File: src/sv/pfre_pkg.sv
`timescale 1ns / 1ps
// ----------------------------------------------------------------------------
// pfre_pkg
// Shared constants, codes and payload types of the page frame replacement
// engine.
// ----------------------------------------------------------------------------
package pfre_pkg;

	localparam int FRAMES     = 16;
	localparam int SWAP_SLOTS = 16;
	localparam int PAGE_W     = 19;
	localparam int IDX_W      = 4;
	localparam int FI_W       = (FRAMES > 1) ? $clog2(FRAMES) : 1;
	localparam int SI_W       = (SWAP_SLOTS > 1) ? $clog2(SWAP_SLOTS) : 1;
	localparam int CNT_W      = $clog2(FRAMES + 1);
	localparam int SCAN_N     = (FRAMES > SWAP_SLOTS) ? FRAMES : SWAP_SLOTS;
	localparam int SC_W       = $clog2(SCAN_N + 1);

	typedef enum logic [1:0] {
		MODE_ALLOC   = 2'd0,
		MODE_FAULT   = 2'd1,
		MODE_RELEASE = 2'd2,
		MODE_ACCESS  = 2'd3
	} mode_t;

	typedef enum logic [2:0] {
		ST_DONE      = 3'd0,
		ST_EVICT     = 3'd1,
		ST_NOT_FOUND = 3'd2,
		ST_SWAP_FULL = 3'd3,
		ST_FEW_RES   = 3'd4
	} status_t;

	typedef struct packed {
		mode_t              mode;
		logic [PAGE_W-1:0]  page_number;
	} req_t;

	typedef struct packed {
		status_t            status;
		logic [IDX_W-1:0]   frame_index;
		logic               victim_valid;
		logic [PAGE_W-1:0]  victim_page;
		logic [IDX_W-1:0]   swap_slot;
	} rsp_t;

endpackage

File: src/sv/pfre_if.sv
`timescale 1ns / 1ps
// ----------------------------------------------------------------------------
// pfre_if
// Valid/ready channels of the engine: request, response and policy write.
// ----------------------------------------------------------------------------
interface pfre_req_if import pfre_pkg::*; ();
	logic valid;
	logic ready;
	req_t data;
	modport source (output valid, output data, input ready);
	modport sink (input valid, input data, output ready);
endinterface

interface pfre_rsp_if import pfre_pkg::*; ();
	logic valid;
	logic ready;
	rsp_t data;
	modport source (output valid, output data, input ready);
	modport sink (input valid, input data, output ready);
endinterface

interface pfre_cfg_if ();
	logic valid;
	logic ready;
	logic data;
	modport source (output valid, output data, input ready);
	modport sink (input valid, input data, output ready);
endinterface

File: src/sv/page_frame_replacement_engine.sv
`timescale 1ns / 1ps
// ----------------------------------------------------------------------------
// page_frame_replacement_engine
// Resident frame and swap slot bookkeeping with FIFO or second chance victim
// selection; page numbers live in two single-port-read synchronous memories.
// ----------------------------------------------------------------------------
// Channel  Dir  Transaction
// req      in   mode, page_number: one operation
// rsp      out  status, frame_index, victim_valid, victim_page, swap_slot
// cfg      in   policy bit (0 FIFO, 1 second chance)
//
// One operation at a time. An allocate with a free frame, or any refused at
// acceptance, goes straight to the final step. Lookups scan both memories
// one entry a cycle. An eviction passes each referenced frame (up to 16),
// then reads the victim page. Reset clears all valid bits at once; no sweep.
// A waiting response holds the next request back only at its final step.
// ----------------------------------------------------------------------------
module page_frame_replacement_engine import pfre_pkg::*; (
	input  logic        clk,
	input  logic        arst_n,
	pfre_req_if.sink    req,
	pfre_rsp_if.source  rsp,
	pfre_cfg_if.sink    cfg
);

	typedef enum logic [5:0] {
		S_IDLE   = 6'b000001,
		S_SCAN   = 6'b000010,
		S_DECIDE = 6'b000100,
		S_VICTIM = 6'b001000,
		S_VREAD  = 6'b010000,
		S_FIN    = 6'b100000
	} state_t;

	state_t             state_q;
	logic               policy_q;
	logic [FRAMES-1:0]  used_q;
	logic [FRAMES-1:0]  ref_q;
	logic [FI_W-1:0]    rank_q [FRAMES];
	logic [CNT_W-1:0]   rc_q;
	logic [SWAP_SLOTS-1:0] slot_used_q;

	logic [PAGE_W-1:0]  frame_mem [FRAMES];
	logic [PAGE_W-1:0]  slot_mem [SWAP_SLOTS];
	logic [PAGE_W-1:0]  frame_rdata_q;
	logic [PAGE_W-1:0]  slot_rdata_q;
	logic [FI_W-1:0]    frame_raddr;

	mode_t              mode_q;
	logic [PAGE_W-1:0]  page_q;
	logic [SC_W-1:0]    scan_cnt_q;
	logic               rd_vld_s1;
	logic [SC_W-1:0]    rd_idx_s1;
	logic               fhit_q;
	logic [FI_W-1:0]    fhit_idx_q;
	logic               shit_q;
	logic [SI_W-1:0]    shit_idx_q;
	logic [FI_W-1:0]    victim_q;
	logic [SI_W-1:0]    slot_sel_q;
	rsp_t               res_q;
	logic               rsp_valid_q;
	rsp_t               rsp_data_q;

	logic               acc;
	logic               any_free;
	logic [FI_W-1:0]    free_idx;
	logic               any_slot;
	logic [SI_W-1:0]    slot_idx;
	logic [FI_W-1:0]    old_idx;
	logic [FI_W-1:0]    rank_top;
	rsp_t               acc_res;

	assign req.ready = (state_q == S_IDLE);
	assign cfg.ready = 1'b1;
	assign rsp.valid = rsp_valid_q;
	assign rsp.data  = rsp_data_q;
	assign acc       = req.valid && req.ready;
	assign rank_top  = FI_W'(rc_q - CNT_W'(1));

	// Find lowest free frame and slot, and the oldest resident frame
	always_comb begin
		any_free = 1'b0;
		free_idx = '0;
		any_slot = 1'b0;
		slot_idx = '0;
		old_idx  = '0;
		for (int i = FRAMES - 1; i >= 0; i--) begin
			if (!used_q[i]) begin
				any_free = 1'b1;
				free_idx = FI_W'(i);
			end
		end
		for (int i = SWAP_SLOTS - 1; i >= 0; i--) begin
			if (!slot_used_q[i]) begin
				any_slot = 1'b1;
				slot_idx = SI_W'(i);
			end
		end
		for (int i = 0; i < FRAMES; i++) begin
			if (used_q[i] && rank_q[i] == rank_top) begin
				old_idx = FI_W'(i);
			end
		end
	end

	// Form the response of an operation settled at acceptance
	always_comb begin
		acc_res = '0;
		if (req.data.mode == MODE_ALLOC) begin
			if (any_free) begin
				acc_res.frame_index = IDX_W'(free_idx);
			end else if (!any_slot) begin
				acc_res.status = ST_SWAP_FULL;
			end else if (rc_q < CNT_W'(2)) begin
				acc_res.status = ST_FEW_RES;
			end
		end else if (req.data.mode == MODE_FAULT && rc_q < CNT_W'(2)) begin
			acc_res.status = ST_FEW_RES;
		end
	end

	// Select the frame memory read address
	always_comb begin
		if (state_q == S_VICTIM) begin
			frame_raddr = old_idx;
		end else begin
			frame_raddr = scan_cnt_q[FI_W-1:0];
		end
	end

	// Page memories: one read and one write per cycle each
	always_ff @(posedge clk) begin
		frame_rdata_q <= frame_mem[frame_raddr];
		slot_rdata_q  <= slot_mem[scan_cnt_q[SI_W-1:0]];
		if (acc && req.data.mode == MODE_ALLOC && any_free) begin
			frame_mem[free_idx] <= req.data.page_number;
		end else if (state_q == S_VREAD) begin
			frame_mem[victim_q] <= page_q;
		end
		if (state_q == S_VREAD) begin
			slot_mem[slot_sel_q] <= frame_rdata_q;
		end
	end

	// Age ranks: only meaningful for resident frames, no reset
	always_ff @(posedge clk) begin
		if (acc && req.data.mode == MODE_ALLOC && any_free) begin
			for (int i = 0; i < FRAMES; i++) begin
				if (used_q[i]) begin
					rank_q[i] <= rank_q[i] + FI_W'(1);
				end
			end
			rank_q[free_idx] <= '0;
		end else if (state_q == S_VICTIM && policy_q && ref_q[old_idx]) begin
			for (int i = 0; i < FRAMES; i++) begin
				if (used_q[i] && FI_W'(i) != old_idx) begin
					rank_q[i] <= rank_q[i] + FI_W'(1);
				end
			end
			rank_q[old_idx] <= '0;
		end else if (state_q == S_VREAD) begin
			for (int i = 0; i < FRAMES; i++) begin
				if (used_q[i] && FI_W'(i) != victim_q && rank_q[i] < rank_q[victim_q]) begin
					rank_q[i] <= rank_q[i] + FI_W'(1);
				end
			end
			rank_q[victim_q] <= '0;
		end else if (state_q == S_DECIDE && mode_q == MODE_RELEASE && fhit_q) begin
			for (int i = 0; i < FRAMES; i++) begin
				if (used_q[i] && rank_q[i] > rank_q[fhit_idx_q]) begin
					rank_q[i] <= rank_q[i] - FI_W'(1);
				end
			end
			rank_q[fhit_idx_q] <= '0;
		end
	end

	// Payload registers of the operation in flight
	always_ff @(posedge clk) begin
		rd_idx_s1 <= scan_cnt_q;
		if (acc) begin
			mode_q <= req.data.mode;
			page_q <= req.data.page_number;
			res_q  <= acc_res;
			if (req.data.mode == MODE_ALLOC) begin
				slot_sel_q <= slot_idx;
			end
		end
		if (state_q == S_SCAN && rd_vld_s1) begin
			if (!fhit_q && rd_idx_s1 < SC_W'(FRAMES) && used_q[rd_idx_s1[FI_W-1:0]]
					&& frame_rdata_q == page_q) begin
				fhit_idx_q <= rd_idx_s1[FI_W-1:0];
			end
			if (!shit_q && rd_idx_s1 < SC_W'(SWAP_SLOTS)
					&& slot_used_q[rd_idx_s1[SI_W-1:0]] && slot_rdata_q == page_q) begin
				shit_idx_q <= rd_idx_s1[SI_W-1:0];
			end
		end
		if (state_q == S_DECIDE) begin
			unique case (mode_q)
				MODE_FAULT: begin
					if (shit_q) begin
						slot_sel_q <= shit_idx_q;
					end else begin
						res_q.status <= ST_NOT_FOUND;
					end
				end
				MODE_RELEASE: begin
					if (fhit_q) begin
						res_q.frame_index <= IDX_W'(fhit_idx_q);
					end else if (shit_q) begin
						res_q.swap_slot <= IDX_W'(shit_idx_q);
					end else begin
						res_q.status <= ST_NOT_FOUND;
					end
				end
				MODE_ACCESS: begin
					if (fhit_q) begin
						res_q.frame_index <= IDX_W'(fhit_idx_q);
					end else begin
						res_q.status <= ST_NOT_FOUND;
					end
				end
				default: begin
				end
			endcase
		end
		if (state_q == S_VICTIM && !(policy_q && ref_q[old_idx])) begin
			victim_q <= old_idx;
		end
		if (state_q == S_VREAD) begin
			res_q.status       <= ST_EVICT;
			res_q.frame_index  <= IDX_W'(victim_q);
			res_q.victim_valid <= 1'b1;
			res_q.victim_page  <= frame_rdata_q;
			res_q.swap_slot    <= IDX_W'(slot_sel_q);
		end
		if (state_q == S_FIN && (!rsp_valid_q || rsp.ready)) begin
			rsp_data_q <= res_q;
		end
	end

	// Control state, valid bits and counters
	always_ff @(posedge clk or negedge arst_n) begin
		if (!arst_n) begin
			state_q     <= S_IDLE;
			policy_q    <= 1'b1;
			used_q      <= '0;
			ref_q       <= '0;
			rc_q        <= '0;
			slot_used_q <= '0;
			scan_cnt_q  <= '0;
			rd_vld_s1   <= 1'b0;
			fhit_q      <= 1'b0;
			shit_q      <= 1'b0;
			rsp_valid_q <= 1'b0;
		end else begin
			if (cfg.valid && cfg.ready) begin
				policy_q <= cfg.data;
			end
			// Load a new response or drop the one taken
			if (state_q == S_FIN && (!rsp_valid_q || rsp.ready)) begin
				rsp_valid_q <= 1'b1;
			end else if (rsp_valid_q && rsp.ready) begin
				rsp_valid_q <= 1'b0;
			end
			rd_vld_s1 <= (state_q == S_SCAN) && (scan_cnt_q < SC_W'(SCAN_N));
			unique case (state_q)
				S_IDLE: begin
					scan_cnt_q <= '0;
					fhit_q     <= 1'b0;
					shit_q     <= 1'b0;
					if (acc) begin
						priority case (1'b1)
							req.data.mode == MODE_ALLOC && any_free: begin
								used_q[free_idx] <= 1'b1;
								ref_q[free_idx]  <= 1'b0;
								rc_q             <= rc_q + CNT_W'(1);
								state_q          <= S_FIN;
							end
							req.data.mode == MODE_ALLOC: begin
								state_q <= (any_slot && rc_q >= CNT_W'(2)) ? S_VICTIM : S_FIN;
							end
							req.data.mode == MODE_FAULT && rc_q < CNT_W'(2): begin
								state_q <= S_FIN;
							end
							default: begin
								state_q <= S_SCAN;
							end
						endcase
					end
				end
				S_SCAN: begin
					if (scan_cnt_q < SC_W'(SCAN_N)) begin
						scan_cnt_q <= scan_cnt_q + SC_W'(1);
					end
					if (rd_vld_s1) begin
						if (rd_idx_s1 < SC_W'(FRAMES) && used_q[rd_idx_s1[FI_W-1:0]]
								&& frame_rdata_q == page_q) begin
							fhit_q <= 1'b1;
						end
						if (rd_idx_s1 < SC_W'(SWAP_SLOTS)
								&& slot_used_q[rd_idx_s1[SI_W-1:0]]
								&& slot_rdata_q == page_q) begin
							shit_q <= 1'b1;
						end
						if (rd_idx_s1 == SC_W'(SCAN_N - 1)) begin
							state_q <= S_DECIDE;
						end
					end
				end
				S_DECIDE: begin
					state_q <= S_FIN;
					if (mode_q == MODE_FAULT && shit_q) begin
						state_q <= S_VICTIM;
					end
					if (mode_q == MODE_RELEASE) begin
						if (fhit_q) begin
							used_q[fhit_idx_q] <= 1'b0;
							ref_q[fhit_idx_q]  <= 1'b0;
							if (rc_q != '0) begin
								rc_q <= rc_q - CNT_W'(1);
							end
						end else if (shit_q) begin
							slot_used_q[shit_idx_q] <= 1'b0;
						end
					end
					if (mode_q == MODE_ACCESS && fhit_q) begin
						ref_q[fhit_idx_q] <= 1'b1;
					end
				end
				S_VICTIM: begin
					// Pass a referenced oldest frame: clear it, make it newest
					if (policy_q && ref_q[old_idx]) begin
						ref_q[old_idx] <= 1'b0;
					end else begin
						state_q <= S_VREAD;
					end
				end
				S_VREAD: begin
					ref_q[victim_q]         <= 1'b0;
					slot_used_q[slot_sel_q] <= 1'b1;
					state_q                 <= S_FIN;
				end
				S_FIN: begin
					if (!rsp_valid_q || rsp.ready) begin
						state_q <= S_IDLE;
					end
				end
				default: begin
					state_q <= S_IDLE;
				end
			endcase
		end
	end

endmodule

File: src/flat_wrapper.sv
// flat-port wrapper written by rule: the top's interface ports become plain ports
module page_frame_replacement_engine_flat import pfre_pkg::*;
  (clk, arst_n, req_valid, req_data, req_ready, rsp_valid, rsp_data, rsp_ready, cfg_valid, cfg_data, cfg_ready);
  pfre_req_if req_i ();
  pfre_rsp_if rsp_i ();
  pfre_cfg_if cfg_i ();
  input  logic clk;
  input  logic arst_n;
  input wire logic [$bits(req_i.valid)-1:0] req_valid;
  input wire logic [$bits(req_i.data)-1:0] req_data;
  output wire logic [$bits(req_i.ready)-1:0] req_ready;
  output wire logic [$bits(rsp_i.valid)-1:0] rsp_valid;
  output wire logic [$bits(rsp_i.data)-1:0] rsp_data;
  input wire logic [$bits(rsp_i.ready)-1:0] rsp_ready;
  input wire logic [$bits(cfg_i.valid)-1:0] cfg_valid;
  input wire logic [$bits(cfg_i.data)-1:0] cfg_data;
  output wire logic [$bits(cfg_i.ready)-1:0] cfg_ready;
  assign req_i.valid = req_valid;
  assign req_i.data = req_data;
  assign req_ready = req_i.ready;
  assign rsp_valid = rsp_i.valid;
  assign rsp_data = rsp_i.data;
  assign rsp_i.ready = rsp_ready;
  assign cfg_i.valid = cfg_valid;
  assign cfg_i.data = cfg_data;
  assign cfg_ready = cfg_i.ready;
  page_frame_replacement_engine u_core (.clk(clk), .arst_n(arst_n), .req(req_i), .rsp(rsp_i), .cfg(cfg_i));
endmodule
File: config.mk
export PLATFORM = sky130hd
export DESIGN_NAME = page_frame_replacement_engine_flat
export DESIGN_NICKNAME = d
export VERILOG_FILES = /design/src/sv/pfre_pkg.sv /design/src/sv/pfre_if.sv /design/src/sv/page_frame_replacement_engine.sv /design/src/flat_wrapper.sv
export SDC_FILE = /design/constraint.sdc
export NUM_CORES = 1
export LEC_CHECK = 0
export BUFFER_PORTS_ARGS = -buffer_cell sky130_fd_sc_hd__buf_4
export CAP_MARGIN = 25
export CORE_MARGIN = 10
export CORE_UTILIZATION = 60
export CTS_CLUSTER_DIAMETER = 150
export DETAILED_ROUTE_END_ITERATION = 8
export GPL_TIMING_DRIVEN = 0
export PLACE_DENSITY = 0.87
export REMOVE_ABC_BUFFERS = 1
export SLEW_MARGIN = 30
export SYNTH_ARGS = -nofsm -noshare
export SYNTH_HDL_FRONTEND = slang
export SYNTH_SLANG_ARGS = --single-unit
File: constraint.sdc
create_clock -name clk -period 7.3 [get_ports clk]
set_input_delay 1.095 -clock clk [delete_from_list [all_inputs] [get_ports clk]]
set_output_delay 1.095 -clock clk [all_outputs]
set_load 0.005 [all_outputs]
Yosys cells after proc, flatten, opt, wreduce, memory -nomap -nowiden
Memory sizes are Yosys's and may differ from the RTL's. A register that Yosys moved wholly into a read port is not among the register bits. Index checks and enable logic that the tools add are counted.

Equality and inequality tests: 73. Magnitude comparators: 49. Reduce and logical (&&, ||, !) cells: 143. Add/subtract/negate cells: 35. Multipliers: 0. Div/mod/pow operators: 0. Shifts and indexed selects: 0. Mux-type cells: 534. Bitwise operators: 62.

Operators by type and width (number): $mux W4 (111); $mux W1 (357); $mux W16 (14); $logic_and A1 B1 Y1 (113); $and A16 B16 Y16 (6); $not A16 Y16 (5); $add A4 B1 Y4 const B (16); $gt A4 B4 Y1 (16); $lt A4 B4 Y1 (16); $ne A4 B4 Y1 const A (16); $pmux W16 S2 (2); $pmux W16 S4 (1); $sub A4 B1 Y4 const B (16); $eq A4 B4 Y1 (15); $mux W6 (10); $or A1 B1 Y1 (48); $or A16 B16 Y16 (3); $eq A19 B19 Y1 (2); $mux W3 (12); $pmux W6 S6 (1); $lt A4 B5 Y1 const B (7); $ne A3 B4 Y1 const A (8); $mux W31 (1); $mux W5 (6); 42 further kinds (94).

Memories: 3. Flip-flop bits (word level): 173. RAM bits: 672. Output and inout bits: 34. Word-level logic and storage cells: 927. Latch bits: 0. ROM bits: 0. Input bits: 27.

Memories: u_core.frame_mem (depth 16, bits a word 19, read ports 1, clocked after memory_dff 1, write ports 1, RTL line page_frame_replacement_engine.sv:43) `logic [PAGE_W-1:0] frame_mem [FRAMES];`; u_core.slot_mem (depth 16, bits a word 19, read ports 1, clocked after memory_dff 1, write ports 1, RTL line page_frame_replacement_engine.sv:44) `logic [PAGE_W-1:0] slot_mem [SWAP_SLOTS];`; u_core.rank_q (depth 16, bits a word 4, read ports 18, clocked after memory_dff 2, write ports 17, RTL line page_frame_replacement_engine.sv:39) `logic [FI_W-1:0] rank_q [FRAMES];`.

Depth between registers and ports, before layout
Depth after elaboration: 28. Gate-level depth with buffers: 21. Gate-level depth less buffers: 16.

Worst setup path before layout
Ideal clock, no wire load.

Kind: register -> register. Start: register with a tool-made name. End: memory u_core.rank_q[11][3] (netlist name). Setup slack: 2415 ps. Setup time: 123 ps. Clock period less this slack: 4885 ps. Arrival time: 4761 ps. Stages on the path, launching flop included: 19. Path buffers: 2. Path through: dfxtp_1 -> clkbuf_1 -> buf_1 -> mux4_2 -> mux4_2 -> inv_1 -> ha_1 -> nor2b_1 -> o21a_1 -> o21a_1 -> o2111ai_1 -> inv_1 -> ha_1 -> a21o_1 -> a21oi_1 -> xor2_1 -> nand3_1 -> xnor2_1 -> nor2_1.

RTL lines (RTL line): end, declared (page_frame_replacement_engine.sv:39).

==> reports/results.ini <==
[status]
status=finished clean

[placed_design]
routabilityCongestion=1.02
dpl.hpwl_um=86800
portBuffers=59

[sta]
fin_hold_ws_ns=0.420
max_freq_ghz=0.138
slew-limit-headroom_pct=27.3
worst_pin_slew_ns=1.09
rsz0062_at_grt=false
clock-skew-final_ns=0.0721
slew_violations=0
finalSetupViolations=0
hold_viol=0
layout_min_cycle_time_ns=7.24
fin_crit_sh_pct=99.2

[global_routing]
grt_pass1_wl_um=201000
grt_overflow=0
grt_pass1_vias=29300
gr-usage-all-layers_pct=33.8
grt_max_degree=70
antenna_found_initial=8

[synth]
ys_seq_elements=891
syn_inst=2849
synth_area_leaders=edfxtp_1 (50%), mux4_2 (12%), dfxtp_1 (6.3%)
synth_common_cells=edfxtp_1 (691), mux4_2 (219), nor2_1 (180), nand2_1 (175), ha_1 (149)
synthArstFlopShare_pct=7.74
synth_cell_types=94
synth_area_per_cell_um2=14.7
yosysTopAreaCell=edfxtp_1
yosysWarnings=0
synthDominantCellAreaShare_pct=49.7
syn_area_um2=41800
yosysMostFrequentCell=edfxtp_1
ys_seq_area_share_pct=60.1
synth-edff-count=691
synthFlopType=edfxtp_1

[clock_tree]
hold_buffers=0
cts_tree=built
cts_num_sinks=891
cts.path.max_buffers=3
numCtsBuffers=88
cts_root_buffer=clkbuf_16
h-tree-depth=3
clk_pin_slew_worst_paths_ns=0.07
clock_latency_ns=0.68

[worst_setup_path]
cp-start-kind=register
cp_data_arrival_time_ns=7.73
worstPathRequired_ns=7.79
cp-endpoint=u_core.rank_q[0][1]
r2r_slack_ns=0.06
reg2reg_from=u_core.rc_q[0]
critical_path_class=register to register
startpoint=u_core.rc_q[0]
crit_fanout=19
rr_worst_depth=15
worst_setup_path_end_kind=register
reg2reg_to=u_core.rank_q[0][1]

[min_path]
hp-class=register to register

[die]
dieArea_um2=80600
fp.dieW_um=284
die_h_um=284
core_um2=68800
rows=96
io_pins=61
start_util_pct=60.7

[routing]
viasPerCell=7.41
drc_errors=0
vias=29300
wl_per_cell_um=34.7
drt_iter0_drc=4854
wl_um=137000
drt.antenna.violating_nets=0
first_pass_iters=8

[pwr]
p_total_mw=16.4
power.density_nw_per_um2=345
p_leak_nw=16.5
ir_drop_uv=198

[layout]
area_delta_synth_final_pct=13.7
final_nets=3127
seq_area_um2=25100
multi_input_area_um2=16200
drive_gt1_share_pct=19.5
n_fill_cell=4053

[run]
drv_cap=0

[what timing repair did]
action	4_1_cts	5_1_grt
resized for setup	1	0
setup buffers	0	0
endpoints found under the setup margin	6	0
hold endpoints to repair	0	0
[through the flow]
step	setup TNS, ns	util [%]	cells	instance area, um^2	setup WS (ns)
after floorplan	-92.35	-	2720	41200	-4.86
after global placement	-248.97	62.2	3710	42800	-12.34
after detailed placement	0	64.8	3788	44600	0.0280
after CTS	0	68.9	3953	47400	0.326
after global routing	0	69.0	3954	47500	0.0413
final	0	69.0	3957	47500	0.0609
[layout by cell type (no fill, tap or decap), drive strengths merged, types with 12 or more instances in the layout]
cell type and instances:
mux2i 33, xnor3 19, o211ai 12, dfxtp 131
clkbuf 126, nor3 47, mux2 12, o21ai 132
a31oi 17, nand4 46, dfrtp 67, o2111ai 18
buf 137, xor2 50, nor4 19, nand3 42
nor2b 49, clkinv 34, nand2 175, a21oi 93
nand2b 23, o21a 53, inv 85, xnor2 93
a211oi 43, edfxtp 691, and2 31, mux4 219
nor2 180, ha 149
[sequential cells by signal, indices dropped and copies added (netlist names), 2 cells and up, named ones only]
register / count
u_core.fhit_idx_q: 4
u_core.frame_mem: 304
u_core.frame_rdata_q: 19
u_core.mode_q: 2
u_core.page_q: 19
u_core.rank_q: 64
u_core.rc_q: 5
u_core.rd_idx_s1: 5
u_core.ref_q: 16
u_core.res_q: 31
u_core.rsp.data: 31
u_core.scan_cnt_q: 5
u_core.shit_idx_q: 4
u_core.slot_mem: 304
u_core.slot_rdata_q: 19
u_core.slot_sel_q: 4
u_core.slot_used_q: 16
u_core.state_q: 6
u_core.used_q: 16
u_core.victim_q: 4
[final cells by class]
| class | count | share of cell area [%] |
|---|---|---|
| antenna | 4 | 0.0211 |
| multi-input combinational | 1745 | 34.1 |
| inverter | 84 | 0.664 |
| clock inverter | 39 | 0.933 |
| sequential | 891 | 52.9 |
| tap | 931 | 2.45 |
| clock buffer | 126 | 5.11 |
| timing repair buffer | 137 | 3.82 |
[where the power goes]
group	switching, mW	internal (mW)
Clock	2.08	2.50
Sequential	0.918	6.11
Combinational	2.64	2.15
[layer usage]
metal | GRT usage, % | share of wire, %
met1 | 41.4 | 33
met2 | 52.7 | 46
met3 | 10.4 | 14
met4 | 19.5 | 7.4
met5 | 0.731 | 0.092
[logic make-up (layout without fill, tap and decap cells)]
logic type | Yosys count | in the layout | share of synthesized area, %
DFF | 891 | 891 | 60.1
and+or+nand+nor | 683 | 683 | 8.30
AOI/OAI and AO/OA | 476 | 476 | 7.57
muxes | 264 | 264 | 12.9
buffers and inverters | 213 | 386 | 2.05
xor gates and xnor gates | 168 | 168 | 4.38
adders and majority gates | 153 | 153 | 4.66
other | 1 | 5 | 0.00898
[worst max-delay path, stage by stage, from the launching register on]
cell and delay [ns]:
dfrtp_2 0.81, inv_1 0.25, ha_2 0.81, xor2_1 0.20
nand3_1 0.10, nor3b_1 0.76, a2111oi_2 0.17, o31a_1 0.54
inv_2 0.30, nor2_1 0.10, a32oi_1 0.67, nand3_2 0.72
nor2_1 0.51, o31ai_4 0.18, nor3b_1 0.82, nor2_1 0.12
[worst min-delay path by stage]
stage | start | to | slack (ns) | cells after the start
CTS | u_core.res_q[25] | u_core.rsp.data[25] | 0.40 | 0
global placement | u_core.res_q[11] | u_core.rsp.data[11] | 0.40 | 0
detailed placement | u_core.res_q[14] | u_core.rsp.data[14] | 0.41 | 0
finish | u_core.res_q[25] | u_core.rsp.data[25] | 0.42 | 0
floorplan | u_core.res_q[10] | u_core.rsp.data[10] | 0.40 | 0
global route | u_core.res_q[25] | u_core.rsp.data[25] | 0.42 | 0
Note: power is estimated with default switching activity, not from simulation.
